$ cat src/sv/srhs_pkg.sv
// ----------------------------------------------------------------------------
// Segment rectangle hit scan - package
// Register map, orientation codes and stage control types.
// ----------------------------------------------------------------------------
package srhs_pkg;

    localparam int APB_ADDR_BITS = 5;
    localparam int APB_DATA_BITS = 32;
    localparam int REG_IDX_BITS  = 3;

    localparam int NUM_CORNERS = 4;
    localparam int NUM_EDGES   = 4;

    // Corners: left-bottom, left-top, right-bottom, right-top
    localparam int CORNER_LB = 0;
    localparam int CORNER_LT = 1;
    localparam int CORNER_RB = 2;
    localparam int CORNER_RT = 3;

    // Edge end points; the first corner is never above or right of the second
    localparam int EDGE_A [NUM_EDGES] = '{CORNER_LB, CORNER_LB, CORNER_LT, CORNER_RB};
    localparam int EDGE_B [NUM_EDGES] = '{CORNER_LT, CORNER_RB, CORNER_RT, CORNER_RT};

    typedef enum logic [REG_IDX_BITS-1:0] {
        REG_RAY_START_X = 3'd0,
        REG_RAY_START_Y = 3'd1,
        REG_RAY_END_X   = 3'd2,
        REG_RAY_END_Y   = 3'd3,
        REG_IGNORE_MASK = 3'd4
    } reg_idx_t;

    typedef enum logic [1:0] {
        ORI_COLLINEAR = 2'd0,
        ORI_CW        = 2'd1,
        ORI_CCW       = 2'd2
    } orient_t;

    typedef struct packed {
        logic valid;
        logic last;
        logic skip;
    } stage_ctl_t;

    typedef struct packed {
        orient_t o_start;
        orient_t o_end;
        logic    start_on;
        logic    end_on;
    } edge_info_t;

endpackage

$ cat src/sv/srhs_cfg_regs.sv
// ----------------------------------------------------------------------------
// Segment rectangle hit scan - configuration registers
// APB-style register file holding the ray end points and the ignore mask.
// ----------------------------------------------------------------------------
module srhs_cfg_regs #(
    parameter int COORD_BITS = 16,
    parameter int MASK_BITS  = 16
) (
    input  logic                                 clk,
    input  logic                                 rst_n,
    input  logic                                 psel,
    input  logic                                 penable,
    input  logic                                 pwrite,
    input  logic [srhs_pkg::APB_ADDR_BITS-1:0]   paddr,
    input  logic [srhs_pkg::APB_DATA_BITS-1:0]   pwdata,
    output logic [srhs_pkg::APB_DATA_BITS-1:0]   prdata,
    output logic                                 pready,
    output logic signed [COORD_BITS-1:0]         ray_start_x,
    output logic signed [COORD_BITS-1:0]         ray_start_y,
    output logic signed [COORD_BITS-1:0]         ray_end_x,
    output logic signed [COORD_BITS-1:0]         ray_end_y,
    output logic [MASK_BITS-1:0]                 ignore_mask
);
    import srhs_pkg::*;

    logic signed [COORD_BITS-1:0] ray_start_x_reg;
    logic signed [COORD_BITS-1:0] ray_start_y_reg;
    logic signed [COORD_BITS-1:0] ray_end_x_reg;
    logic signed [COORD_BITS-1:0] ray_end_y_reg;
    logic [MASK_BITS-1:0]         ignore_mask_reg;
    logic                         wr_en;
    reg_idx_t                     reg_idx;

    // word address; byte lane bits are ignored
    assign reg_idx = reg_idx_t'(paddr[2 +: REG_IDX_BITS]);
    assign wr_en   = psel && penable && pwrite;
    assign pready  = 1'b1;

    always_ff @(posedge clk or negedge rst_n)
    begin
        if (!rst_n)
        begin
            ray_start_x_reg <= '0;
            ray_start_y_reg <= '0;
            ray_end_x_reg   <= '0;
            ray_end_y_reg   <= '0;
            ignore_mask_reg <= '0;
        end
        else if (wr_en)
        begin
            case (reg_idx)
                REG_RAY_START_X: ray_start_x_reg <= pwdata[COORD_BITS-1:0];
                REG_RAY_START_Y: ray_start_y_reg <= pwdata[COORD_BITS-1:0];
                REG_RAY_END_X:   ray_end_x_reg   <= pwdata[COORD_BITS-1:0];
                REG_RAY_END_Y:   ray_end_y_reg   <= pwdata[COORD_BITS-1:0];
                REG_IGNORE_MASK: ignore_mask_reg <= pwdata[MASK_BITS-1:0];
                default: ;
            endcase
        end
    end

    always_comb
    begin
        case (reg_idx)
            REG_RAY_START_X: prdata = APB_DATA_BITS'($unsigned(ray_start_x_reg));
            REG_RAY_START_Y: prdata = APB_DATA_BITS'($unsigned(ray_start_y_reg));
            REG_RAY_END_X:   prdata = APB_DATA_BITS'($unsigned(ray_end_x_reg));
            REG_RAY_END_Y:   prdata = APB_DATA_BITS'($unsigned(ray_end_y_reg));
            REG_IGNORE_MASK: prdata = APB_DATA_BITS'(ignore_mask_reg);
            default:         prdata = '0;
        endcase
    end

    assign ray_start_x = ray_start_x_reg;
    assign ray_start_y = ray_start_y_reg;
    assign ray_end_x   = ray_end_x_reg;
    assign ray_end_y   = ray_end_y_reg;
    assign ignore_mask = ignore_mask_reg;

endmodule

$ cat config.mk
export PLATFORM = sky130hd
export DESIGN_NAME = srhs_cfg_regs
export DESIGN_NICKNAME = d
export VERILOG_FILES = /design/src/sv/srhs_pkg.sv /design/src/sv/srhs_cfg_regs.sv
export SDC_FILE = /design/constraint.sdc
export NUM_CORES = 1
export LEC_CHECK = 0
export ABC_CLOCK_PERIOD_IN_PS = 3900
export BUFFER_PORTS_ARGS = -buffer_cell sky130_fd_sc_hd__buf_2
export CORE_MARGIN = 1
export CORE_UTILIZATION = 35
export DETAILED_ROUTE_END_ITERATION = 6
export PLACE_DENSITY = 0.69
export SLEW_MARGIN = 20
export SYNTH_ARGS = -nofsm -noshare
export SYNTH_HDL_FRONTEND = slang
export SYNTH_SLANG_ARGS = --single-unit
$ cat constraint.sdc
create_clock -name clk -period 3.9 [get_ports clk]
set_clock_uncertainty 0.2 [all_clocks]
set_input_delay 0.39 -clock clk [delete_from_list [all_inputs] [get_ports clk]]
set_output_delay 0.39 -clock clk [all_outputs]
set_load 0.01 [all_outputs]
Word level (Yosys, flattened, before mapping). Index checks and enable logic that the tools add are counted.

Reduce and logical (&&, ||, !) cells: 8. Eq/ne operators: 4. Mux-type cells: 1.

Operators by type and width (count): $pmux W16 S5 (1); $reduce_and A2 Y1 (5); $eq A3 B2 Y1 const B (2); $eq A3 B1 Y1 const B (1); $eq A3 B3 Y1 const B (1); $logic_not A3 Y1 (1); $logic_and A1 B1 Y1 (2).

Output and inout bits: 113. Input port bits: 42. Word-level logic and storage cells: 18. Flip-flop bits (word level): 80.

Longest topological paths before layout.
Depth in word-level cells: 3. Mapped depth: 5. Mapped depth without buffers: 3.

Worst setup path before layout. OpenSTA, ideal clock, no wires.

Kind: input to output. Start: input paddr[2] in the netlist's numbering. End: output prdata[0] in the netlist's numbering. Data arrival time: 1450 ps. Required time: 3310 ps. Cell stages on the path: 5. Buffers on the path: 2. Slack: 1860 ps. Cell sequence: buf_2 > buf_2 > mux2_2 > a32oi_1 > o21ai_0.

Longest elaborated chain between the ends: 2. Elaborated cells between the ends (all ways): 6. Those cells by class: eq/ne: 4; mux: 1; reduce/logical: 1.

RTL lines: start, declared (RTL line srhs_cfg_regs.sv:14) `input logic [srhs_pkg::APB_ADDR_BITS-1:0] paddr,`; $eq A3 B3 Y1 (tied with other cells) (RTL line srhs_cfg_regs.sv:64) `case (reg_idx)`; $pmux W16 S5 * (RTL line srhs_cfg_regs.sv:64); end, declared (RTL line srhs_cfg_regs.sv:16) `output logic [srhs_pkg::APB_DATA_BITS-1:0] prdata,`.

Every way passes the cells marked *; elsewhere a longest branch is shown, timed or not.

Worst setup path in the final report.
Start: input paddr[2] in the netlist's numbering. End: output prdata[15] in the netlist's numbering.

The elaborated chain is that of the path after synthesis.

==> metrics.md <==
| Metric | Value |
|---|---|
| Status | finished clean |
| Fillers | around 990 |
| Clock share of power | 0.262 |
| Setup violations, final | 0 |
| Initial antenna violation count | 0 |
| Worst Setup Path Type | primary input to primary output |
| Post-synthesis compound-gate area fraction | 0.0889 |
| Clock latency on the worst-skew pair | 350 ps |
| # diodes | 0 |
| Root Buffer | clkbuf_8 |
| CTS tree | built |
| Synthesized area | about 3800 sq um |
| CP Capture Type | primary output |
| Min-Delay Path Class | primary input to flip-flop |
| I/O Pins | approximately 160 |
| Critical path required time | 3310 ps |
| Post-Synth Simple-Gate Area | 0.0322 |
| Die area | 11400 sq um |
| Sw power | approximately 730 uW |
| Mux cell area share after synthesis | 0.291 |
| Setup TNS | 0 ps |
| Largest family of logic cells by synthesized area | multiplexers |
| Adder-cell share of the synthesized area | 0 |
| Dpl hpwl | 6740 microns |
| ANT nets after route | 0 |
| Internal Power | 1.62 mW |
| CTS Buffer Depth | 2 |
| Drt pass-1 iters | 4 |
| Yosys cell types | 25 |
| VDD IR-drop max | about 0.20 mV |
| CTS buffer count | 9 |
| Synthesized flop and latch total | 80 |
| DR iter-0 viols | 151 |
| Top cells by area, synth | dfrtp_1 (52%), mux2_2 (25%), buf_4 (3.9%) |
| Routability cong. | 0.694 |
| Tcrit/Tclk final | 0.668 |
| Final worst path period need | around 2600 ps |
| Sink Count | 80 |
| Slew margin rel. | 0.398 |
| Post-synthesis cell type with the largest combined area | dfrtp_1 |
| Power per cell area | 499 nW/um^2 |
| Final slew viol count | 0 |
| YS warnings | 0 |
| CP Data Arrival Time | 2010 ps |
| Final hold vios | 0 |
| Core Box Area | 10500 sq um |
| H-tree levels | 3 |
| Gate power share | 0.262 |
| Vias in the first global route | roughly 2700 |
| Die X | ~110 microns |
| Fmax | approximately 380 MHz |
| # port buffers | between 100 and 150 |
| RSZ-0062 raised after global routing | false |
| Clk pin slew, worst setup/hold paths | ~80 ps |
| Post-Syn Instances | 275 |
| Mean Syn Cell Area | 14.0 sq um |
| Die Span Y | 107 microns |
| Fin Hold WS | ~120 ps |
| Initial core utilization | 0.367 |
| Pleak | 2.36 nW |
| Post-DP Area | 4490 sq um |
| XOR/XNOR Fraction of Synth Area | 0 |
| P&R area growth vs syn | 22.2% |
| Nets | around 440 |
| Via density | 5.11 |
| Post-CTS Resized | 0 |
| # rows | 37 |
| Util after Layout | 0.449 |
| # DRC | 0 |
| Post-layout instance area | approximately 4700 sq um |
| Sw Ratio | 0.309 |
| Crit path launch type | primary input |
| First-pass GRT wire length | 15800 microns |
| Worst-path fanout max | 23 |
| Synth top area share | 0.521 |
| Layout cells sized above 1 | 0.621 |
| WL final | around 10000 microns |
| Worst Tran Pin Value | between 900 and 1000 ps |
| Maximum number of pins on one net before global-route repair | 81 |
| Max cap viols | 0 |
| Via count | 2731 |
| Sequential-to-total area share from yosys stat | 0.521 |
| Grt ovf | 0 |
| DR WL/cell | 19.2 microns |
| Seq pwr share | 0.476 |
| Total global-route track usage | 0.188 |
[logic make-up after synthesis]
logic type,Yosys count
and+or+nand+nor,13
AOI/OAI and AO/OA,48
other,2
buffers and inverters,36
DFF,80
muxes,96
[per-stage QoR]
| step | total power, mW | instances | setup slack [ps] |
|---|---|---|---|
| floorplan | 1.47 | 290 | 1860 |
| detailed placement | 1.75 | 517 | 1210 |
| global placement | 1.73 | 517 | 1230 |
| finish | 2.35 | 534 | 1300 |
| CTS | 2.38 | 533 | 1230 |
| global route | 2.47 | 534 | 1140 |
[layout by cell type, fill, tap and decap left out, types with 2 or more instances in the layout]
| master | instances |
|---|---|
| a22oi_1 | 15 |
| mux2_2 | 86 |
| nand2_1 | 2 |
| nor2_2 | 2 |
| a32oi_1 | 16 |
| nor3b_4 | 2 |
| buf_4 | 7 |
| o21ai_0 | 15 |
| clkbuf_8 | 10 |
| conb_1 | 17 |
| dfrtp_1 | 80 |
| mux2_4 | 10 |
| and2b_2 | 2 |
| clkinv_2 | 2 |
| buf_2 | 118 |
[synthesized netlist by cell type (all sizes together)]
master    n
nand4b    1
a22oi    15
nand2     2
clkbuf    6
dfrtp    80
conb      2
o21ai    16
and2b     2
buf      29
nor2b     1
nand3     1
a2bb2oi   1
nor2      2
or3       1
nor3b     2
nor3      1
inv       1
mux2     96
a32oi    16
[what timing repair did]
item / in CTS / in global routing
setup buffers: 0 / 0
hold buffers: 0 / 1
endpoints found under the hold margin: 0 / 80
[area by class of cell]
type | count | area (sq um) | area share
inverter | 1 | 3.75 | 0.000799
multi-input combinational | 174 | 1660 | 0.353
timing repair buffer | 127 | 664 | 0.141
tap | 136 | 170 | 0.0362
clock buffer | 11 | 141 | 0.0301
clock inverter | 5 | 56.3 | 0.0120
sequential | 80 | 2000 | 0.426
[power groups by stage]
stage	logic [mW]	registers, mW	clock network, mW
after floorplan	0.279	1.19	0
after global placement	0.611	1.12	0
after CTS	0.623	1.12	0.637
after global routing	0.667	1.14	0.666
final	0.615	1.12	0.614
after detailed placement	0.623	1.13	0
[critical path: stages]
cell and delay (ps):
buf_2 510, and2b_2 550, a22oi_1 150, o21ai_0 220, buf_2 180
[worst paths after layout]
kind / from / end / slack, ps / cells past startpoint
max reg2reg: ray_start_y[8] / ray_start_y[8] / 2900 / 1
max in group asynchronous: rst_n / ray_start_y[6] / 2540 / 2
min: pwdata[10] / ray_start_x[10] / 120 / 2
min reg2reg: ray_end_y[12] / ray_end_y[12] / 330 / 1
max: paddr[2] / prdata[15] / 1300 / 5
min in group asynchronous: rst_n / ray_end_x[15] / 440 / 2
[routing by layer]
layer	track usage	vias up	wire length, microns	part of all wire
met5	0	-	0	0
met1	0.247	1385	4610	0.45
met2	0.298	108	4920	0.48
li1	-	1221	-	-
met4	0.0656	0	162	0.016
met3	0.0505	17	574	0.056
No activity file was read; power rests on OpenSTA's default activity.
