--- config.mk ---
export PLATFORM = sky130hd
export DESIGN_NAME = srhs_geom
export DESIGN_NICKNAME = d
export VERILOG_FILES = /design/src/sv/srhs_pkg.sv /design/src/sv/srhs_geom.sv
export SDC_FILE = /design/constraint.sdc
export NUM_CORES = 2
export LEC_CHECK = 0
export BUFFER_PORTS_ARGS = -buffer_cell sky130_fd_sc_hd__buf_2
export CAP_MARGIN = 20
export CORE_AREA = 2 2 480 482
export CTS_CLUSTER_SIZE = 14
export DETAILED_ROUTE_END_ITERATION = 8
export DIE_AREA = 0 0 482 484
export PLACE_DENSITY_LB_ADDON = 0.12
export SLEW_MARGIN = 25
export SYNTH_ARGS = -nofsm -noshare
export SYNTH_HDL_FRONTEND = slang
export SYNTH_SLANG_ARGS = --single-unit
--- constraint.sdc ---
create_clock -name clk -period 1.18 [get_ports clk]
set_clock_uncertainty 0.2 [all_clocks]
set_input_delay 0.295 -clock clk [delete_from_list [all_inputs] [get_ports clk]]
set_output_delay 0.295 -clock clk [all_outputs]
set_load 0.01 [all_outputs]
--- src/sv/srhs_pkg.sv ---
// ----------------------------------------------------------------------------
// Segment rectangle hit scan - package
// Register map, orientation codes and stage control types.
// ----------------------------------------------------------------------------
package srhs_pkg;

    localparam int APB_ADDR_BITS = 5;
    localparam int APB_DATA_BITS = 32;
    localparam int REG_IDX_BITS  = 3;

    localparam int NUM_CORNERS = 4;
    localparam int NUM_EDGES   = 4;

    // Corners: left-bottom, left-top, right-bottom, right-top
    localparam int CORNER_LB = 0;
    localparam int CORNER_LT = 1;
    localparam int CORNER_RB = 2;
    localparam int CORNER_RT = 3;

    // Edge end points; the first corner is never above or right of the second
    localparam int EDGE_A [NUM_EDGES] = '{CORNER_LB, CORNER_LB, CORNER_LT, CORNER_RB};
    localparam int EDGE_B [NUM_EDGES] = '{CORNER_LT, CORNER_RB, CORNER_RT, CORNER_RT};

    typedef enum logic [REG_IDX_BITS-1:0] {
        REG_RAY_START_X = 3'd0,
        REG_RAY_START_Y = 3'd1,
        REG_RAY_END_X   = 3'd2,
        REG_RAY_END_Y   = 3'd3,
        REG_IGNORE_MASK = 3'd4
    } reg_idx_t;

    typedef enum logic [1:0] {
        ORI_COLLINEAR = 2'd0,
        ORI_CW        = 2'd1,
        ORI_CCW       = 2'd2
    } orient_t;

    typedef struct packed {
        logic valid;
        logic last;
        logic skip;
    } stage_ctl_t;

    typedef struct packed {
        orient_t o_start;
        orient_t o_end;
        logic    start_on;
        logic    end_on;
    } edge_info_t;

endpackage

--- src/sv/srhs_geom.sv ---
// ----------------------------------------------------------------------------
// Segment rectangle hit scan - geometry stage
// Forms corners in doubled coordinates, the ray cross products per corner,
// edge orientations and box tests, and registers them.
// ----------------------------------------------------------------------------
module srhs_geom #(
    parameter int COORD_BITS = 16,
    parameter int MASK_BITS  = 16
) (
    input  logic                          clk,
    input  logic                          rst_n,
    input  logic                          load,
    input  logic                          in_valid,
    input  logic signed [COORD_BITS-1:0]  center_x,
    input  logic signed [COORD_BITS-1:0]  center_y,
    input  logic [COORD_BITS-1:0]         rect_width,
    input  logic [COORD_BITS-1:0]         rect_height,
    input  logic [MASK_BITS-1:0]          layer_bits,
    input  logic                          last_rect,
    input  logic signed [COORD_BITS-1:0]  ray_start_x,
    input  logic signed [COORD_BITS-1:0]  ray_start_y,
    input  logic signed [COORD_BITS-1:0]  ray_end_x,
    input  logic signed [COORD_BITS-1:0]  ray_end_y,
    input  logic [MASK_BITS-1:0]          ignore_mask,
    output srhs_pkg::stage_ctl_t          ctl,
    output logic signed [2*COORD_BITS+4:0] prod_a [srhs_pkg::NUM_CORNERS],
    output logic signed [2*COORD_BITS+4:0] prod_b [srhs_pkg::NUM_CORNERS],
    output srhs_pkg::edge_info_t          edge_info [srhs_pkg::NUM_EDGES],
    output logic                          corner_on [srhs_pkg::NUM_CORNERS]
);
    import srhs_pkg::*;

    localparam int PT_BITS   = COORD_BITS + 2;
    localparam int DIF_BITS  = COORD_BITS + 3;
    localparam int PROD_BITS = 2 * COORD_BITS + 5;

    // left and right edges are vertical
    localparam bit EDGE_VERT [NUM_EDGES] = '{1'b1, 1'b0, 1'b0, 1'b1};

    logic signed [PT_BITS-1:0]   cx2, cy2, ext_w, ext_h;
    logic signed [PT_BITS-1:0]   rsx, rsy, rex, rey, ray_dx, ray_dy;
    logic signed [PT_BITS-1:0]   ray_xmin, ray_xmax, ray_ymin, ray_ymax;
    logic signed [PT_BITS-1:0]   crn_x [NUM_CORNERS];
    logic signed [PT_BITS-1:0]   crn_y [NUM_CORNERS];
    logic signed [DIF_BITS-1:0]  off_x [NUM_CORNERS];
    logic signed [DIF_BITS-1:0]  off_y [NUM_CORNERS];
    logic signed [PROD_BITS-1:0] prod_a_next [NUM_CORNERS];
    logic signed [PROD_BITS-1:0] prod_b_next [NUM_CORNERS];
    logic signed [PROD_BITS-1:0] prod_a_reg [NUM_CORNERS];
    logic signed [PROD_BITS-1:0] prod_b_reg [NUM_CORNERS];
    edge_info_t                  edge_next [NUM_EDGES];
    edge_info_t                  edge_reg [NUM_EDGES];
    logic                        corner_on_next [NUM_CORNERS];
    logic                        corner_on_reg [NUM_CORNERS];
    logic                        skip_next;
    logic                        valid_reg;
    logic                        last_reg;
    logic                        skip_reg;

    // orientation of a point against an axis-aligned edge of non-zero length
    function automatic orient_t axis_orient(
        logic signed [PT_BITS-1:0] pos,
        logic signed [PT_BITS-1:0] line,
        logic                      nonzero,
        logic                      flip
    );
        orient_t o;
        if (!nonzero || pos == line)
            o = ORI_COLLINEAR;
        else if ((pos > line) ^ flip)
            o = ORI_CW;
        else
            o = ORI_CCW;
        return o;
    endfunction

    function automatic logic in_box(
        logic signed [PT_BITS-1:0] px,
        logic signed [PT_BITS-1:0] py,
        logic signed [PT_BITS-1:0] xlo,
        logic signed [PT_BITS-1:0] xhi,
        logic signed [PT_BITS-1:0] ylo,
        logic signed [PT_BITS-1:0] yhi
    );
        return (px >= xlo) && (px <= xhi) && (py >= ylo) && (py <= yhi);
    endfunction

    // doubled coordinates keep the half-size edges exact
    assign cx2   = PT_BITS'(center_x) <<< 1;
    assign cy2   = PT_BITS'(center_y) <<< 1;
    assign ext_w = signed'(PT_BITS'(rect_width));
    assign ext_h = signed'(PT_BITS'(rect_height));
    assign rsx   = PT_BITS'(ray_start_x) <<< 1;
    assign rsy   = PT_BITS'(ray_start_y) <<< 1;
    assign rex   = PT_BITS'(ray_end_x) <<< 1;
    assign rey   = PT_BITS'(ray_end_y) <<< 1;

    assign ray_dx   = rex - rsx;
    assign ray_dy   = rey - rsy;
    assign ray_xmin = (rsx < rex) ? rsx : rex;
    assign ray_xmax = (rsx > rex) ? rsx : rex;
    assign ray_ymin = (rsy < rey) ? rsy : rey;
    assign ray_ymax = (rsy > rey) ? rsy : rey;

    assign crn_x[CORNER_LB] = cx2 - ext_w;
    assign crn_y[CORNER_LB] = cy2 - ext_h;
    assign crn_x[CORNER_LT] = cx2 - ext_w;
    assign crn_y[CORNER_LT] = cy2 + ext_h;
    assign crn_x[CORNER_RB] = cx2 + ext_w;
    assign crn_y[CORNER_RB] = cy2 - ext_h;
    assign crn_x[CORNER_RT] = cx2 + ext_w;
    assign crn_y[CORNER_RT] = cy2 + ext_h;

    assign skip_next = |(layer_bits & ignore_mask);

    always_comb
    begin
        for (int c = 0; c < NUM_CORNERS; c++)
        begin
            off_x[c]          = DIF_BITS'(crn_x[c]) - DIF_BITS'(rex);
            off_y[c]          = DIF_BITS'(crn_y[c]) - DIF_BITS'(rey);
            prod_a_next[c]    = PROD_BITS'(ray_dy) * PROD_BITS'(off_x[c]);
            prod_b_next[c]    = PROD_BITS'(ray_dx) * PROD_BITS'(off_y[c]);
            corner_on_next[c] = in_box(crn_x[c], crn_y[c], ray_xmin, ray_xmax,
                                       ray_ymin, ray_ymax);
        end
        for (int e = 0; e < NUM_EDGES; e++)
        begin
            if (EDGE_VERT[e])
            begin
                edge_next[e].o_start = axis_orient(rsx, crn_x[EDGE_B[e]],
                                                   rect_height != '0, 1'b0);
                edge_next[e].o_end   = axis_orient(rex, crn_x[EDGE_B[e]],
                                                   rect_height != '0, 1'b0);
            end
            else
            begin
                edge_next[e].o_start = axis_orient(rsy, crn_y[EDGE_B[e]],
                                                   rect_width != '0, 1'b1);
                edge_next[e].o_end   = axis_orient(rey, crn_y[EDGE_B[e]],
                                                   rect_width != '0, 1'b1);
            end
            edge_next[e].start_on = in_box(rsx, rsy, crn_x[EDGE_A[e]], crn_x[EDGE_B[e]],
                                           crn_y[EDGE_A[e]], crn_y[EDGE_B[e]]);
            edge_next[e].end_on   = in_box(rex, rey, crn_x[EDGE_A[e]], crn_x[EDGE_B[e]],
                                           crn_y[EDGE_A[e]], crn_y[EDGE_B[e]]);
        end
    end

    always_ff @(posedge clk or negedge rst_n)
    begin
        if (!rst_n)
            valid_reg <= 1'b0;
        else if (load)
            valid_reg <= in_valid;
    end

    always_ff @(posedge clk)
    begin
        if (load)
        begin
            last_reg <= last_rect;
            skip_reg <= skip_next;
            for (int c = 0; c < NUM_CORNERS; c++)
            begin
                prod_a_reg[c]    <= prod_a_next[c];
                prod_b_reg[c]    <= prod_b_next[c];
                corner_on_reg[c] <= corner_on_next[c];
            end
            for (int e = 0; e < NUM_EDGES; e++)
                edge_reg[e] <= edge_next[e];
        end
    end

    assign ctl.valid = valid_reg;
    assign ctl.last  = last_reg;
    assign ctl.skip  = skip_reg;
    assign prod_a    = prod_a_reg;
    assign prod_b    = prod_b_reg;
    assign edge_info = edge_reg;
    assign corner_on = corner_on_reg;

endmodule

; After elaboration in Yosys (flattened, before gate mapping)
; Cells that the tools add are included.
[op_classes]
bitwise = 1
n_addsub = 10
multipliers = 4
muxes = 12
reduce_logical = 45
eq_ne = 8
order_cmp = 36
[op_table]
columns = operator, count
row1 = $mul A18 B19 Y37, 4
row2 = $eq A17 B18 Y1, 8
row3 = $ge A17 B18 Y1, 8
row4 = $gt A17 B18 Y1, 8
row5 = $le A17 B18 Y1, 8
row6 = $sub A18 B17 Y19, 4
row7 = $ge A18 B18 Y1, 4
row8 = $le A18 B18 Y1, 4
row9 = $mux W18, 4
row10 = $sub A17 B17 Y18, 4
row11 = $add A17 B17 Y18, 2
row12 = $gt A17 B17 Y1, 2
row13 = $lt A17 B17 Y1, 2
row14 = $logic_and A1 B1 Y1, 32
row15 = $reduce_bool A16 Y1, 2
row16 = $and A16 B16 Y16, 1
row17 = $mux W2, 8
row18 = $reduce_or A16 Y1, 1
row19 = $logic_or A1 B1 Y1, 8
row20 = $logic_not A1 Y1, 2
[word_totals]
elab_cells = 143
regBits = 179

; Logic depth before layout (Yosys ltp)
[logic_depth]
depth_word = 6
depth_mapped = 46
ltp_nobuf = 46

; Worst setup path after synthesis
; OpenSTA, ideal clock, no wires.
[synth_timing]
kind = input to register
startpoint = input port center_x[0]
endpoint = register prod_a_reg (netlist bit prod_a[73]) (data pin)
setup_slack_ns = -8.750
setup_ns = 0.260
stages = 39
required_time_ns = 0.720
path_buffers = 1
arrival_time_ns = 9.470
path_cell_list = ha_1 inv_1 fa_1 o21bai_1 a21oi_1 o21bai_1 a21o_1 a21oi_2 o41ai_1 or4_1 a31o_2 a21oi_2 xor2_1 ha_1 clkbuf_1 a21o_1 a221oi_2 xor2_1 [... 3 more ...] fa_1 fa_1 inv_1 fa_1 fa_1 inv_1 fa_1 inv_1 ha_1 and2_4 a221o_1 a211o_1 a31oi_2 a21oi_2 a21o_1 a211o_2 a311oi_2 xnor2_1
[synth_rtl]
columns = item, line_no
row1 = from (decl), srhs_geom.sv:14  ; input logic signed [COORD_BITS-1:0] center_x,
row2 = "to (signal, indexed assignment)", srhs_geom.sv:166  ; prod_a_reg[c] <= prod_a_next[c];
row3 = to (decl), srhs_geom.sv:49  ; logic signed [PROD_BITS-1:0] prod_a_reg [NUM_CORNERS];

==> key figures <==
Outcome
  • Status: finished, violations left
  • Failing checks: negative hold slack, negative setup slack

Logic synthesis
  • Mapped Area: between 60000 and 70000 sq um
  • Yosys reg bits: 173
  • Sequential share of the synthesized area: 0.0761
  • Synth async-reset ratio: 0.00578
  • Syn_area_per_cell: about 9 sq um
  • Post-synth EDFFs: 172
  • Distinct cells, synth: 94
  • Warning count from the yosys run: 0
  • Prevailing post-synth register cell: edfxtp_1
  • Cells after synthesis: approximately 7600

Setup path
  • Crit Path Category: in -> reg
  • R2r endpoint: valid_reg
  • Critical Path End Type: flop
  • Internal reg-to-reg setup slack: 0.24 ns
  • Max FO, Critical Path: 3
  • Critical path's largest stage delay: ~0.53 ns
  • Crit-path slowest cell: fa_1
  • Crit-path leading delay family: adder cells
  • Reg2reg start: valid_reg
  • WP data required: roughly 1.3 ns
  • Crit path buffers/inverters: 9
  • Crit path arrival time: about 9.6 ns
  • Crit path launch type: input pin
  • Worst reg-to-reg path cell count: 1

Clock network
  • Clock Latency Late Sink: between 0.5 and 0.6 ns
  • CTS Buffer Depth: 2
  • H-tree depth: 4
  • Post-CTS Hold Fix Bufs: 10
  • CTS tree: built
  • Worst-path clk slew: 0.10 ns
  • Clock Tree Root: clkbuf_16
  • CTS Buf Count: 17
  • Clock sinks: 173

Global route
  • Overall Global Routing Usage: 0.227
  • First-pass GRT wire length: about 400000 microns
  • Vias in the first global route: roughly 64000
  • Overflow after GRT: 0
  • Largest net degree at the start of global routing: 27
  • Number of antenna violations at the first check in global routing: 5

Worst hold path
  • Hold endpoint: skip_reg
  • Worst Hold Depth: 3
  • Hold/Removal Path Class: in -> reg
  • Hold Crit Start: layer_bits[5]

Place
  • RePlAce Congestion: between 0.9 and 1
  • Number of port buffers: between 400 and 500
  • DP HPWL: 234000 microns

Final layout
  • Fillers: around 23000
  • Util after Layout: 0.421
  • Layout cells sized above 1: 0.349
  • Final nets: roughly 12000
  • Layout area overhead: 41.1%

Route
  • Antenna-violating nets left: 0
  • DRT Pass-1 Iters: 7
  • Detailed Route WL: around 260000 microns
  • 1st-iter DRT viols: roughly 2500
  • DR WL/cell: between 20 and 25 microns
  • Via density: ~4.6
  • DRC errors left: 0
  • DR vias: 59153

Floorplanning
  • Initial core utilization: 0.298
  • Die Area: 233000 sq um
  • Overall die height: about 480 microns
  • Top Ports: about 500
  • Std-Cell Rows: 176
  • Core area: 229000 sq um
  • Die X: roughly 480 microns

STA
  • RSZ-0062 raised after global routing: yes
  • Pins Over Slew Limit: 0
  • Setup WS post-layout: -8.29 ns
  • Least-Margin Pin Slew: approximately 0.7 ns
  • Min Tclk post-route: approximately 9.5 ns
  • F_max: around 110 MHz
  • Final hold viol count: 1
  • Fin crit share: 8.03
  • Smallest hold slack: -0.159 ns
  • Slew HR: 0.539
  • Final setup viols: 662

Run
  • Max Cap Viol: 0
-- cell type report --
| class | count | area [sq um] | area share |
|---|---|---|---|
| well taps | 3026 | 3790 | 0.0393 |
| repair buffers | 2597 | 20000 | 0.208 |
| diodes | 2 | 5.00 | 0.0000520 |
| multi-input cells | 5423 | 60300 | 0.627 |
| clock buffers | 17 | 425 | 0.00442 |
| clock inverters | 15 | 179 | 0.00186 |
| inverters | 1676 | 6320 | 0.0657 |
| flip-flops and latches | 173 | 5190 | 0.0539 |
-- cells in the mapped netlist (9+ instances only) --
cell type	n	area share
fa_1	1283	0.38
mux2i_1	39	0.0057
and3_1	26	0.0024
o21bai_1	51	0.0056
nor3_1	58	0.0043
a211o_1	9	0.0012
a31oi_1	12	0.0011
nand2b_1	77	0.0071
or3_1	13	0.0012
nor4_1	17	0.0016
buf_2	26	0.0019
xnor2_1	292	0.037
inv_1	1674	0.092
ha_1	814	0.15
nor2b_1	68	0.0062
o41ai_1	10	0.0013
and2_1	104	0.0095
a21oi_1	245	0.018
buf_4	160	0.018
nor2_1	739	0.041
xor2_1	111	0.014
clkbuf_1	182	0.010
a222oi_1	14	0.0021
a21oi_2	17	0.0022
a211oi_1	31	0.0034
edfxtp_1	172	0.076
nand4_1	67	0.0061
o21a_1	53	0.0058
o21ai_0	136	0.010
o211ai_1	9	0.00099
nand3_1	47	0.0034
nor3b_1	9	0.00099
or2_2	20	0.0018
o31ai_1	10	0.0011
a21o_1	171	0.019
nand2_1	698	0.038
o21ai_1	19	0.0014
-- kinds of logic after synthesis --
kind of cell / share of synthesized area
multiplexers: 0.00688
AND/OR/NAND/NOR: 0.127
buffers and inverters: 0.122
AO/OA/AOI/OAI: 0.0877
flip-flops: 0.0761
adder cells (fa/ha/maj): 0.526
XOR/XNOR: 0.0544
other: 0.0000550
-- cell usage in the layout (no fill, tap or decap), types with 34 or more instances in the layout --
master and n:
buf_4 1880, inv_1 1612, fa_1 1243, ha_1 707
nor2_1 693, nand2_1 654, buf_2 474, xnor2_1 186
edfxtp_1 172, a21o_1 169, a21oi_1 143, buf_6 137
ha_4 102, and2_1 100, a21oi_2 89, xnor2_2 86
buf_12 86, nand2b_1 75, o21ai_0 74, nand4_1 67
nor2b_1 60, xor2_1 60, inv_2 59, o21a_1 48
nor3_1 40, fa_2 40, o21ai_2 39, mux2i_1 39
nand3_1 38, o21bai_1 35, xor2_2 34
-- metrics by stage --
stage / std cells / hold slack, ns / setup TNS [ns] / area [sq um] / setup slack, ns
after global placement: 12724 / -0.131 / -1184.00 / 90400 / -9.50
after global routing: 12929 / -0.186 / -1262.75 / 96200 / -8.55
final: 12929 / -0.159 / -1191.93 / 96200 / -8.29
after detailed placement: 12724 / -0.129 / -1187.12 / 90400 / -9.65
after CTS: 12856 / -0.220 / -1223.51 / 94100 / -8.35
after floorplan: 7645 / -0.201 / -932.86 / 70600 / -8.26
-- per-layer routing --
metal | global-route usage | wire length [microns]
met5 | 0 | 0
met4 | 0.0788 | 9710
met3 | 0.0167 | 7490
met2 | 0.403 | 132000
met1 | 0.288 | 113000
-- what timing repair did --
action,in CTS,in global routing
pin swaps,303,378
endpoints found under the hold margin,19,1
setup endpoints to repair,489,662
buffers inserted,108,102
resized for setup,429,339
-- worst max-delay path by stage --
stage               slack (ns)  cells past startpoint     startpoint          to
global route             -8.55                     41  rect_width[3]  prod_a[73]
floorplan                -8.26                     39    center_x[0]  prod_a[73]
detailed placement       -9.65                     40  rect_width[2]  prod_a[73]
finish                   -8.29                     42    center_x[0]  prod_a[73]
CTS                      -8.35                     40    center_x[0]  prod_a[73]
global placement         -9.50                     40  rect_width[2]  prod_a[73]
Power is not shown: default switching activity piles up to over one toggle a cycle in this logic, so the estimate is an artifact.
