===== src/sv/srhs_pkg.sv =====
// ----------------------------------------------------------------------------
// Segment rectangle hit scan - package
// Register map, orientation codes and stage control types.
// ----------------------------------------------------------------------------
package srhs_pkg;

    localparam int APB_ADDR_BITS = 5;
    localparam int APB_DATA_BITS = 32;
    localparam int REG_IDX_BITS  = 3;

    localparam int NUM_CORNERS = 4;
    localparam int NUM_EDGES   = 4;

    // Corners: left-bottom, left-top, right-bottom, right-top
    localparam int CORNER_LB = 0;
    localparam int CORNER_LT = 1;
    localparam int CORNER_RB = 2;
    localparam int CORNER_RT = 3;

    // Edge end points; the first corner is never above or right of the second
    localparam int EDGE_A [NUM_EDGES] = '{CORNER_LB, CORNER_LB, CORNER_LT, CORNER_RB};
    localparam int EDGE_B [NUM_EDGES] = '{CORNER_LT, CORNER_RB, CORNER_RT, CORNER_RT};

    typedef enum logic [REG_IDX_BITS-1:0] {
        REG_RAY_START_X = 3'd0,
        REG_RAY_START_Y = 3'd1,
        REG_RAY_END_X   = 3'd2,
        REG_RAY_END_Y   = 3'd3,
        REG_IGNORE_MASK = 3'd4
    } reg_idx_t;

    typedef enum logic [1:0] {
        ORI_COLLINEAR = 2'd0,
        ORI_CW        = 2'd1,
        ORI_CCW       = 2'd2
    } orient_t;

    typedef struct packed {
        logic valid;
        logic last;
        logic skip;
    } stage_ctl_t;

    typedef struct packed {
        orient_t o_start;
        orient_t o_end;
        logic    start_on;
        logic    end_on;
    } edge_info_t;

endpackage


===== src/sv/srhs_decide.sv =====
// ----------------------------------------------------------------------------
// Segment rectangle hit scan - decision logic
// Signs the corner cross products and combines the crossing tests of all edges.
// ----------------------------------------------------------------------------
module srhs_decide #(
    parameter int COORD_BITS = 16
) (
    input  logic                           skip,
    input  logic signed [2*COORD_BITS+4:0] prod_a [srhs_pkg::NUM_CORNERS],
    input  logic signed [2*COORD_BITS+4:0] prod_b [srhs_pkg::NUM_CORNERS],
    input  srhs_pkg::edge_info_t           edge_info [srhs_pkg::NUM_EDGES],
    input  logic                           corner_on [srhs_pkg::NUM_CORNERS],
    output logic                           hit
);
    import srhs_pkg::*;

    localparam int PROD_BITS  = 2 * COORD_BITS + 5;
    localparam int CROSS_BITS = PROD_BITS + 1;

    logic signed [CROSS_BITS-1:0] cross_z [NUM_CORNERS];
    orient_t                      c_or [NUM_CORNERS];
    logic [NUM_EDGES-1:0]         edge_hit;

    always_comb
    begin
        for (int c = 0; c < NUM_CORNERS; c++)
        begin
            cross_z[c] = CROSS_BITS'(prod_a[c]) - CROSS_BITS'(prod_b[c]);
            if (cross_z[c] == '0)
                c_or[c] = ORI_COLLINEAR;
            else if (cross_z[c][CROSS_BITS-1])
                c_or[c] = ORI_CCW;
            else
                c_or[c] = ORI_CW;
        end
        // proper crossing, or an end point lying on the other segment
        for (int e = 0; e < NUM_EDGES; e++)
        begin
            edge_hit[e] =
                ((edge_info[e].o_start != edge_info[e].o_end) &&
                 (c_or[EDGE_A[e]] != c_or[EDGE_B[e]])) ||
                ((edge_info[e].o_start == ORI_COLLINEAR) && edge_info[e].start_on) ||
                ((edge_info[e].o_end == ORI_COLLINEAR) && edge_info[e].end_on) ||
                ((c_or[EDGE_A[e]] == ORI_COLLINEAR) && corner_on[EDGE_A[e]]) ||
                ((c_or[EDGE_B[e]] == ORI_COLLINEAR) && corner_on[EDGE_B[e]]);
        end
    end

    assign hit = !skip && (|edge_hit);

endmodule


===== config.mk =====
export PLATFORM = sky130hd
export DESIGN_NAME = srhs_decide
export DESIGN_NICKNAME = d
export VERILOG_FILES = /design/src/sv/srhs_pkg.sv /design/src/sv/srhs_decide.sv
export SDC_FILE = /design/constraint.sdc
export NUM_CORES = 1
export LEC_CHECK = 0
export ABC_CLOCK_PERIOD_IN_PS = 5100
export BUFFER_PORTS_ARGS = -buffer_cell sky130_fd_sc_hd__buf_4
export CAP_MARGIN = 10
export CELL_PAD_IN_SITES_DETAIL_PLACEMENT = 2
export CELL_PAD_IN_SITES_GLOBAL_PLACEMENT = 2
export CORE_UTILIZATION = 25
export DETAILED_ROUTE_END_ITERATION = 10
export PLACE_DENSITY_LB_ADDON = 0.15
export SLEW_MARGIN = 10
export SYNTH_ARGS = -nofsm -noshare
export SYNTH_HDL_FRONTEND = slang
export SYNTH_SLANG_ARGS = --single-unit

===== constraint.sdc =====
create_clock -name vclk -period 5.1
set_clock_uncertainty 0.15 [all_clocks]
set_input_delay 0.765 -clock vclk [all_inputs]
set_output_delay 0.765 -clock vclk [all_outputs]
set_load 0.005 [all_outputs]

# Yosys cells after proc, flatten, opt, wreduce, memory -nomap -nowiden
# Index checks and enable logic that the tools add are counted.
# Widths: inputs -> output; s select.
[classes] add_sub_neg=4 n_eq_ne=8 n_mux=8 reduce_logical=51
[op_table] operator="$logic_not 38->1" n=4
[op_table] operator="$sub 37x37->38" n=4
[op_table] operator="$logic_not 2->1" n=12
[op_table] operator="$logic_and 1x1->1" n=17
[op_table] operator="$logic_or 1x1->1" n=16
[op_table] operator="$mux 2" n=8
[op_table] operator="$ne 2x2->1" n=8
[op_table] operator="$reduce_or 4->1" n=1
[op_table] operator="$logic_not 1->1" n=1
[word_totals] ff_bits=0 word_cells=71

# Depth between registers and ports, before layout
# Gate-level depths: netlist of the first run.
[depth] depth_word=11 mapped_depth=17

# Worst setup path after synthesis of the first run
# OpenSTA, ideal clock, no wires.
[synth_timing] path_kind="in2out" from="input prod_a[74] (netlist name)" to="output hit" arrival_ns=4.147 required_time_ns=4.185 slack_ns=0.038 path_stages=17 path_buffers=0 cell_sequence="inv_1 > ha_1 > inv_1 > fa_1 > a211o_1 > a41o_1 > o211ai_1 > a31oi_1 > a211oi_2 > mux2_1 > nand4b_1 > nor2_1 > and3_1 > xor2_1 > a221oi_1 > a311oi_1 > a41oi_2"
[synth_via] elab_chain_len=11
[synth_lines] item="start, declared" line="srhs_decide.sv:9" rtl="input logic signed [2*COORD_BITS+4:0] prod_a [srhs_pkg::NUM_CORNERS],"
[synth_lines] item="$sub 37x37->38 (*)" line="srhs_decide.sv:28" rtl="cross_z[c] = CROSS_BITS'(prod_a[c]) - CROSS_BITS'(prod_b[c]);"
[synth_lines] item="$logic_not 38->1 / $mux 2 (equally long branches)" line="srhs_decide.sv:29, srhs_decide.sv:31"
[synth_lines] item="$mux 2 (*)" line="srhs_decide.sv:29" rtl="if (cross_z[c] == '0)"
[synth_lines] item="$ne 2x2->1" line="srhs_decide.sv:41" rtl="(c_or[EDGE_A[e]] != c_or[EDGE_B[e]])) ||"
[synth_lines] item="$logic_and 1x1->1" line="srhs_decide.sv:40" rtl="((edge_info[e].o_start != edge_info[e].o_end) &&"
[synth_lines] item="$logic_or 1x1->1" line="srhs_decide.sv:41"
[synth_lines] item="$logic_or 1x1->1" line="srhs_decide.sv:42" rtl="((edge_info[e].o_start == ORI_COLLINEAR) && edge_info[e].start_on) ||"
[synth_lines] item="$logic_or 1x1->1" line="srhs_decide.sv:43" rtl="((edge_info[e].o_end == ORI_COLLINEAR) && edge_info[e].end_on) ||"
[synth_lines] item="$logic_or 1x1->1" line="srhs_decide.sv:44" rtl="((c_or[EDGE_A[e]] == ORI_COLLINEAR) && corner_on[EDGE_A[e]]) ||"
[synth_lines] item="$reduce_or 4->1 (*)" line="srhs_decide.sv:49" rtl="assign hit = !skip && (|edge_hit);"
[synth_lines] item="$logic_and 1x1->1 (*)" line="srhs_decide.sv:49"
[synth_lines] item="end, declared" line="srhs_decide.sv:13" rtl="output logic hit"
# Every way passes the cells marked *; elsewhere a longest branch is shown, timed or not.

# Final worst setup path of the first run
[layout_timing] from="input prod_a[111] (netlist name)" to="output hit"
# Same word-level chain as after synthesis.

==> summary.txt, run 1 <==
Routing
  – Total number of vias: ~15000
  – DRT Pass-1 Iters: 5
  – Drt total wl: ~53000 um
  – Vias per cell: 5.30
  – Iter 0 DRT Violations: roughly 420
  – Drt wl/cell: approximately 19 um
  – Remaining DRCs: 0
  – Post-route ant nets: 0

Logic synthesis
  – Syn_nets: about 2100
  – Synth Cell Area: slightly above 10000 um2
  – Netlist cell types: 85
  – Syn_area_per_cell: 6.28 um2
  – Seq/Total Area, Yosys: 0
  – Simple-Gate Fraction of Synth Area: 0.268
  – Yosys warns: 0
  – Largest family of logic cells by synthesized area: compound AO/OA/AOI/OAI gates
  – Synth Instances: roughly 1600
  – Complex-gate fraction of the synthesized area: 0.362
  – Post-synthesis mux area share: 0.0174
  – Synth Area in XOR/XNOR: 0.0702
  – Post-Synth Adder-Cell Area: 0.187

Global route
  – Initial antenna violation count: 5
  – First-pass GRT wire length: 83600 um
  – Global route total overflow: 0
  – GRT Util Overall: 0.243
  – Pin count of the biggest net entering global routing: 12
  – Number of global-route vias before repair: between 15000 and 20000

Die
  – I/O pins: approximately 330
  – Die X: just over 200 um
  – Core area: a little over 40000 um2
  – Die footprint: roughly 42000 um2
  – Starting Density: 0.254
  – Row cnt: 74
  – Die Height: 205 um

Critical path
  – Arrival time worst endpoint: 4.51 ns
  – Worst Setup End Kind: primary output
  – Startpoint types: input pin
  – Crit Path Max Fanout: 4
  – Crit Path Category: input pin to primary output
  – Worst EP required: between 4 and 5 ns

STA
  – Hold Slack: between 1.5 and 2 ns
  – Slew @ Worst Pin: between 0.6 and 0.7 ns
  – Tcrit/Tclk final: 1.06
  – Fmax: around 0.18 GHz
  – Final period demand of the worst path: between 5 and 6 ns
  – Finish-stage setup viols: 1
  – Setup tns final: -0.325 ns
  – Final hold violation count: 0
  – Final Max Slew Viols: 0
  – RSZ-0062 raised after global routing: yes
  – Setup ws final: -0.325 ns
  – Max_slew headroom: 0.578

Layout
  – Storage cell area: 0 um2
  – Layout cells sized above 1: 0.329
  – Layout clock buffers: 0
  – Fillers: 5020
  – Fin util: 0.392
  – Seq Cell Count: 0
  – Final Non-Filler Cells: around 2800
  – NumNets Final: between 2000 and 3000
  – Syn-to-layout area delta: 54.5%

Min path
  – HP Class: input pin to primary output

Run status
  – Outcome: finished with violations
  – Failing checks: setup timing

Placed design
  – DP Cell Count: 2779
  – Dpl ws: -0.725 ns
  – Port Buffers: around 330
  – Post-DP HPWL: 48200 um
  – GP Congestion: 0.902

Run
  – Max Cap Violations: 0

Pwr
  – Maximum VDD drop: ~0.041 mV
  – Pwr/cell area: 128 nW/um2
  – Leak pwr: approximately 7.9 nW
## cells in the final DEF, fill, tap and decap left out, drive strengths merged, types with 39 or more instances in the layout
master and n:
xnor2 39, nand2 181, o21ai 118, nand3 41, inv 192, nor2 128
nand4 59, xor2 44, a21oi 173, ha 148, buf 668
## cell families after synthesis
logic type               after synthesis
AND/OR/NAND/NOR                      569
XOR/XNOR                              83
AO/OA/AOI/OAI                        569
adder cells (fa/ha/maj)              152
multiplexers                          17
buffers and inverters                258
## cells in the mapped netlist, drive strengths merged (7+ instances only)
library cell,count,area (um2)
o21a,24,180
o22ai,9,56.3
nand4,59,369
nor2b,10,62.6
a221oi,9,78.8
and2,8,50.1
mux2i,12,120
a2111oi,12,111
o41ai,7,68.8
xor2,44,385
nand2,181,679
clkbuf,52,196
nor3,36,185
a21o,36,270
nor2,128,480
nand2b,20,125
and3,17,106
nand3,41,210
a21oi,173,885
o211ai,22,165
a31oi,20,125
a31o,10,87.6
o21bai,12,90.1
ha,148,1850
a211oi,19,158
a22oi,12,90.1
a211o,7,61.3
o2111ai,15,138
buf,14,70.1
inv,192,721
o21ai,118,594
o31ai,11,92.6
xnor2,39,342
or3,17,106
nor4,20,140
## layer usage
metal  wire length [um]  up-vias  GRT usage  share of wire
li1                   -     7268          -              -
met4                835        2     0.0439          0.016
met5                 12        -          0        0.00022
met2              26900      274      0.451           0.50
met1              23400     7171      0.300           0.44
met3               2150       58     0.0280          0.040
## timing repair
item,4_1_cts,5_1_grt
gates resized for setup,33,13
setup endpoints to repair,1,1
pin swaps,16,9
hold buffers,0,0
setup buffers,2,1
## worst max-delay path, cell delays in order
cell      delay (ns)
buf_4           0.11
inv_1           0.05
ha_1            0.16
inv_1           0.07
fa_2            0.36
a211oi_2        0.25
o31ai_2         0.12
a31oi_2         0.31
buf_4           0.16
o21ai_1         0.08
a21bo_2         0.23
a311o_1         0.33
xnor2_1         0.14
nand4_1         0.11
nor4_2          0.33
and4_4          0.29
xnor2_1         0.07
a31o_1          0.23
a41oi_2         0.18
buf_4           0.16
## final timing paths
kind         from   to  depth (start not counted)
max   prod_a[111]  hit                         20
min          skip  hit                          3
## layout make-up
class / instances / area [um2] / area share
tap: 532 / 666 / 0.0416
timing repair buffer: 668 / 5010 / 0.313
antenna: 4 / 10.0 / 0.000626
inverter: 192 / 721 / 0.0450
multi-input combinational: 1390 / 9590 / 0.599
## power by group
group          switching (mW)  leakage, nW   total (mW)  internal, mW
sequential                  0            0            0             0
clock                       0    0.0000254  0.000000106   0.000000106
combinational            1.08         7.91         2.05         0.971
total                    1.08         7.91         2.05         0.971
## through the flow
stage | instance area (um2) | power (mW)
after floorplan | 10400 | 1.04
after global placement | 15700 | 1.93
after detailed placement | 15700 | 2.01
after CTS | 15900 | 2.04
after global routing | 16000 | 2.25
final | 16000 | 2.05
Note: power is estimated with default switching activity, not from simulation.
==> inputs of run 2 (changes only) <==
--- a/config.mk
+++ b/config.mk
@@ -5,13 +5,15 @@
 export SDC_FILE = /design/constraint.sdc
 export NUM_CORES = 1
 export LEC_CHECK = 0
+export ABC_AREA = 1
 export ABC_CLOCK_PERIOD_IN_PS = 5100
 export BUFFER_PORTS_ARGS = -buffer_cell sky130_fd_sc_hd__buf_4
 export CAP_MARGIN = 10
 export CELL_PAD_IN_SITES_DETAIL_PLACEMENT = 2
 export CELL_PAD_IN_SITES_GLOBAL_PLACEMENT = 2
-export CORE_UTILIZATION = 25
+export CORE_UTILIZATION = 23
 export DETAILED_ROUTE_END_ITERATION = 10
+export GPL_ROUTABILITY_DRIVEN = 0
 export PLACE_DENSITY_LB_ADDON = 0.15
 export SLEW_MARGIN = 10
 export SYNTH_ARGS = -nofsm -noshare
==> summary.txt, run 2 <==
Run status
  – Outcome: finished, final reports clean

Logic synthesis
  – Synth Cell Area: 13000 um2
  – Area leader, netlist: nand2_1
  – Post-synth top area share: 0.311
  – Most frequent cells after synthesis: 1080 x nand2_1, 661 x inv_1, 292 x nor2_1
  – Largest cells by area after synthesis: nand2_1 31%, inv_1 19%, ha_1 14%, nor2_1 8.4%, nand3_1 7.7%
  – Netlist cell types: 42
  – Yosys warns: 0
  – Synth Instances: ~2800
  – Syn_nets: 3265
  – Cell with the most instances after synthesis: nand2_1
  – Seq/Total Area, Yosys: 0
  – Syn_area_per_cell: 4.67 um2

Die
  – Die X: approximately 240 um
  – Die footprint: ~58000 um2
  – Die Height: around 240 um
  – Row cnt: 86
  – Starting Density: 0.235
  – I/O pins: roughly 330
  – Core area: 55500 um2

Global route
  – GRT Util Overall: 0.210
  – First-pass GRT wire length: 98200 um
  – Global route total overflow: 0
  – Pin count of the biggest net entering global routing: 7
  – Initial antenna violation count: 5
  – Number of global-route vias before repair: between 15000 and 20000

Routing
  – Vias per cell: approximately 4.6
  – Total number of vias: between 15000 and 20000
  – Iter 0 DRT Violations: 368
  – DRT Pass-1 Iters: 5
  – Remaining DRCs: 0
  – Drt wl/cell: 16.1 um
  – Post-route ant nets: 0
  – Drt total wl: 62100 um

STA
  – RSZ-0062 raised after global routing: no
  – Max_slew headroom: 0.562
  – Final Max Slew Viols: 0
  – Setup tns final: 0 ns
  – Fmax: about 0.21 GHz
  – Slew @ Worst Pin: roughly 0.64 ns
  – Finish-stage setup viols: 0
  – Tcrit/Tclk final: 0.929
  – Final hold violation count: 0
  – Final period demand of the worst path: around 4.7 ns

Layout
  – Fillers: 7515
  – Post-layout instance area: approximately 16000 um2
  – NumNets Final: ~3600
  – Seq Cell Count: 0
  – Most frequent cells in the layout: 1080 x nand2_1, 661 x inv_1, 329 x buf_4
  – Layout clock buffers: 0
  – Layout cells sized above 1: 0.127
  – Storage cell area: 0 um2
  – Commonest non-fill, non-tap cell in the layout: nand2_1
  – ANT cells: 0
  – Syn-to-layout area delta: 26.2%

Critical path
  – Crit Path Max Fanout: 4
  – Crit path top cell by count: nand2_1
  – Slowest cell on crit path: fa_1
  – Crit-path max cell delay: approximately 0.44 ns
  – Worst EP required: 4.18 ns
  – Crit Path Category: input pin to primary output
  – Arrival time worst endpoint: roughly 3.8 ns
  – Worst Setup End Kind: primary output
  – Startpoint types: input pin

Pwr
  – Comb pwr share: 1.000
  – Leak pwr: between 10 and 15 nW
  – Pwr/cell area: around 110 nW/um2
  – Int Pwr: slightly below 0.7 mW
  – Design Power: around 1.9 mW
  – Sw frac: 0.634
  – Seq pwr share: 0
  – Clk pwr share: 0
  – Switching power: ~1.2 mW
  – Maximum VDD drop: slightly below 0.03 mV

Placed design
  – Post-DP HPWL: 58200 um
  – Port Buffers: about 330
  – DP Area: between 15000 and 20000 um2

Min path
  – HP Class: input pin to primary output

CTS
  – Hold_buf cts: 0
  – # Post-CTS Setup Buffers: 0

Run
  – Max Cap Violations: 0
==> run 2: changes by cell type after synthesis, moves of 51 or more <==
cell	previous run	this run
nand2_1	181	1080
inv_1	192	661
nor2_1	128	292
nand3_1	40	201
o21ai_0	104	36
a21oi_1	168	117
clkbuf_1	51	0
==> run 2: timing repair <==
item | 4_1_cts | 5_1_grt
resized for setup | 0 | 2
endpoints found under the hold margin | 0 | 0
endpoints found under the setup margin | 0 | 1
==> run 2: kinds of logic (layout without fill, tap and decap cells) <==
| group | after synthesis | count (layout) | synth area share |
|---|---|---|---|
| xor+xnor | 22 | 22 | 0.0154 |
| simple gates | 1730 | 1730 | 0.550 |
| fa+ha+maj | 152 | 152 | 0.148 |
| compound gates | 208 | 208 | 0.0913 |
| buf+inv | 676 | 1005 | 0.195 |
==> run 2: routing by layer <==
metal | global-route usage | part of all wire | vias up
met5 | 0 | 0.00092 | -
met4 | 0.0152 | 0.0079 | 10
met3 | 0.0165 | 0.032 | 39
met2 | 0.391 | 0.49 | 235
met1 | 0.270 | 0.47 | 8522
li1 | - | - | 9129
==> run 2: layout make-up <==
| type | instances | area [um2] | area share |
|---|---|---|---|
| Inverter | 676 | 2540 | 0.154 |
| Multi-Input combinational cell | 2112 | 10500 | 0.639 |
| Timing Repair Buffer | 329 | 2470 | 0.150 |
| Tap cell | 748 | 936 | 0.0569 |
==> run 2: metrics by stage <==
stage,hold WS [ns],worst slack [ns],util,std cells
floorplan,1.41,1.32,-,2788
global placement,1.62,0.368,0.296,3865
detailed placement,1.61,0.293,0.296,3865
CTS,1.61,0.278,0.296,3865
global route,1.63,0.0298,0.296,3865
finish,1.61,0.364,0.296,3865
==> run 2: path summary, 6_finish.rpt <==
| kind | startpoint | to | slack, ns | depth (start not counted) |
|---|---|---|---|---|
| worst max-delay path | prod_a[74] | hit | 0.36 | 26 |
| worst min-delay path | skip | hit | 1.61 | 3 |
==> run 2: power groups by stage <==
stage	Combinational, mW	Sequential [mW]	Clock [mW]
finish	1.85	0	0
global route	2.09	0	0
CTS	1.88	0	0
detailed placement	1.87	0	0
global placement	1.80	0	0
floorplan	1.16	0	0
==> run 2: critical path, delay by kind of cell <==
| kind | cells | cell delay [ns] |
|---|---|---|
| fa+ha+maj | 2 | 0.58 |
| buf+inv | 5 | 0.45 |
| simple gates | 19 | 2.01 |
==> inputs of run 3 (changes only) <==
--- a/config.mk
+++ b/config.mk
@@ -14,7 +14,7 @@
 export CORE_UTILIZATION = 23
 export DETAILED_ROUTE_END_ITERATION = 10
 export GPL_ROUTABILITY_DRIVEN = 0
-export PLACE_DENSITY_LB_ADDON = 0.15
+export PLACE_DENSITY_LB_ADDON = 0.1
 export SLEW_MARGIN = 10
 export SYNTH_ARGS = -nofsm -noshare
 export SYNTH_HDL_FRONTEND = slang
==> summary.txt, run 3 (same netlist as run 2, synthesis figures left out) <==
STA
  – RSZ-0062 raised after global routing: no
  – Max_slew headroom: 0.535
  – Tcrit/Tclk final: 0.921
  – Fmax: between 0.2 and 0.25 GHz
  – Final period demand of the worst path: roughly 4.7 ns
  – Setup tns final: 0 ns
  – Finish-stage setup viols: 0
  – Final hold violation count: 0
  – Slew @ Worst Pin: around 0.7 ns
  – Final Max Slew Viols: 0

Routing
  – Drt total wl: around 63000 um
  – Iter 0 DRT Violations: between 400 and 500
  – Remaining DRCs: 0
  – Post-route ant nets: 0
  – DRT Pass-1 Iters: 4
  – Drt wl/cell: roughly 16 um
  – Vias per cell: 4.63
  – Total number of vias: approximately 18000

Layout
  – Most frequent cells in the layout: 1080 x nand2_1, 661 x inv_1, 330 x buf_4
  – Syn-to-layout area delta: 26.4%
  – Layout clock buffers: 0
  – Commonest non-fill, non-tap cell in the layout: nand2_1
  – Layout cells sized above 1: 0.128
  – Final Non-Filler Cells: around 3900
  – NumNets Final: 3597
  – Storage cell area: 0 um2
  – Fin util: 0.297
  – Seq Cell Count: 0

Die
  – Die footprint: 57600 um2
  – Core area: between 50000 and 60000 um2
  – Row cnt: 86
  – Die X: 240 um
  – Starting Density: 0.235
  – I/O pins: between 300 and 400
  – Die Height: roughly 240 um

Critical path
  – Top delay family on crit path: simple AND/OR/NAND/NOR gates
  – Startpoint types: input pin
  – Crit path top cell by count: nand2_1
  – Bufs and invs on worst path: 4
  – Crit Path Category: input pin to primary output
  – CP cell instances: buf_4 > inv_1 > ha_1 > inv_1 > fa_1 > nand3_1 > nand3_2 > nand2_1 > nand2_1 > xnor2_1 > nand3_1 > nor2_4 > nand2_1 > nor2_1 > nand3_1 > nor2_2 > nand2_1 > nand2_1 > nand3_1 > nand2_1 > nand3_1 > nor2_2 > nor2_1 > buf_4
  – Arrival time worst endpoint: 3.78 ns
  – Worst EP required: between 4 and 5 ns
  – Crit-path max cell delay: approximately 0.43 ns
  – Crit Path Max Fanout: 4
  – Slowest cell on crit path: fa_1
  – Worst setup path startpoint: prod_a[74]
  – Worst Setup End Kind: primary output

Pwr
  – Seq pwr share: 0
  – Comb pwr share: 1.000
  – Maximum VDD drop: about 0.032 mV
  – Sw frac: 0.635
  – Leak pwr: about 10 nW
  – Pwr/cell area: between 100 and 150 nW/um2
  – Clk pwr share: 0
  – Int Pwr: 0.679 mW
  – Switching power: 1.18 mW

CTS
  – Hold_buf cts: 0
  – # Post-CTS Setup Buffers: 0

Global route
  – GRT Util Overall: 0.214
  – Number of global-route vias before repair: ~20000
  – Initial antenna violation count: 4
  – First-pass GRT wire length: 99200 um
  – Pin count of the biggest net entering global routing: 7
  – Global route total overflow: 0

Run
  – Max Cap Violations: 0

Placed design
  – DP Cell Count: slightly below 4000
  – Port Buffers: 326
  – Post-DP HPWL: slightly below 60000 um

Run status
  – Outcome: finished, final reports clean

Min path
  – HP Class: input pin to primary output
  – Hold wc startpoint: skip
[run 3: cell types whose count changed in the layout (fill, tap and decap cells not counted), sizes merged]
cell / delta
buf: +1
diode: +2
[run 3: worst paths after layout]
kind               to  slack (ns)  depth (start not counted)
setup / recovery  hit        0.40                         24
hold / removal    hit        1.61                          3
[run 3: timing repair]
| action | 4_1_cts | 5_1_grt |
|---|---|---|
| gates resized for setup | 0 | 7 |
| setup endpoints to repair | 0 | 1 |
| endpoints found under the hold margin | 0 | 0 |
[run 3: tightest hold or removal path, stage by stage]
cell	delay, ns
buf_4	0.08
nor2_1	0.04
buf_4	0.12
[run 3: area by class of cell]
class,instances,area [um2]
inverters,676,2540
well taps,748,936
multi-input cells,2112,10500
fillers,7475,39100
repair buffers,330,2480
diodes,2,5.00
[run 3: metrics by stage]
step | setup WS, ns | power [mW] | area (um2) | hold slack (ns)
after CTS | 0.0942 | 1.88 | 16400 | 1.62
after floorplan | 1.32 | 1.16 | 13000 | 1.41
after global routing | 0.0144 | 2.10 | 16500 | 1.63
after detailed placement | 0.0995 | 1.87 | 16400 | 1.61
final | 0.402 | 1.86 | 16500 | 1.61
after global placement | 0.134 | 1.81 | 16400 | 1.61
[run 3: power groups by stage]
stage               Combinational [mW]  Sequential [mW]    Clock (mW)
floorplan                         1.16                0             0
global placement                  1.81                0             0
detailed placement                1.87                0             0
CTS                               1.88                0             0
global route                      2.10                0  0.0000000527
finish                            1.86                0  0.0000000527
[run 3: metal layers]
layer,wire length [um],part of all wire,vias up,track usage
met4,850,0.014,4,0.0293
met1,29200,0.46,8484,0.267
li1,-,-,9135,-
met3,1510,0.024,49,0.0140
met2,31300,0.50,228,0.403
met5,27,0.00043,-,0
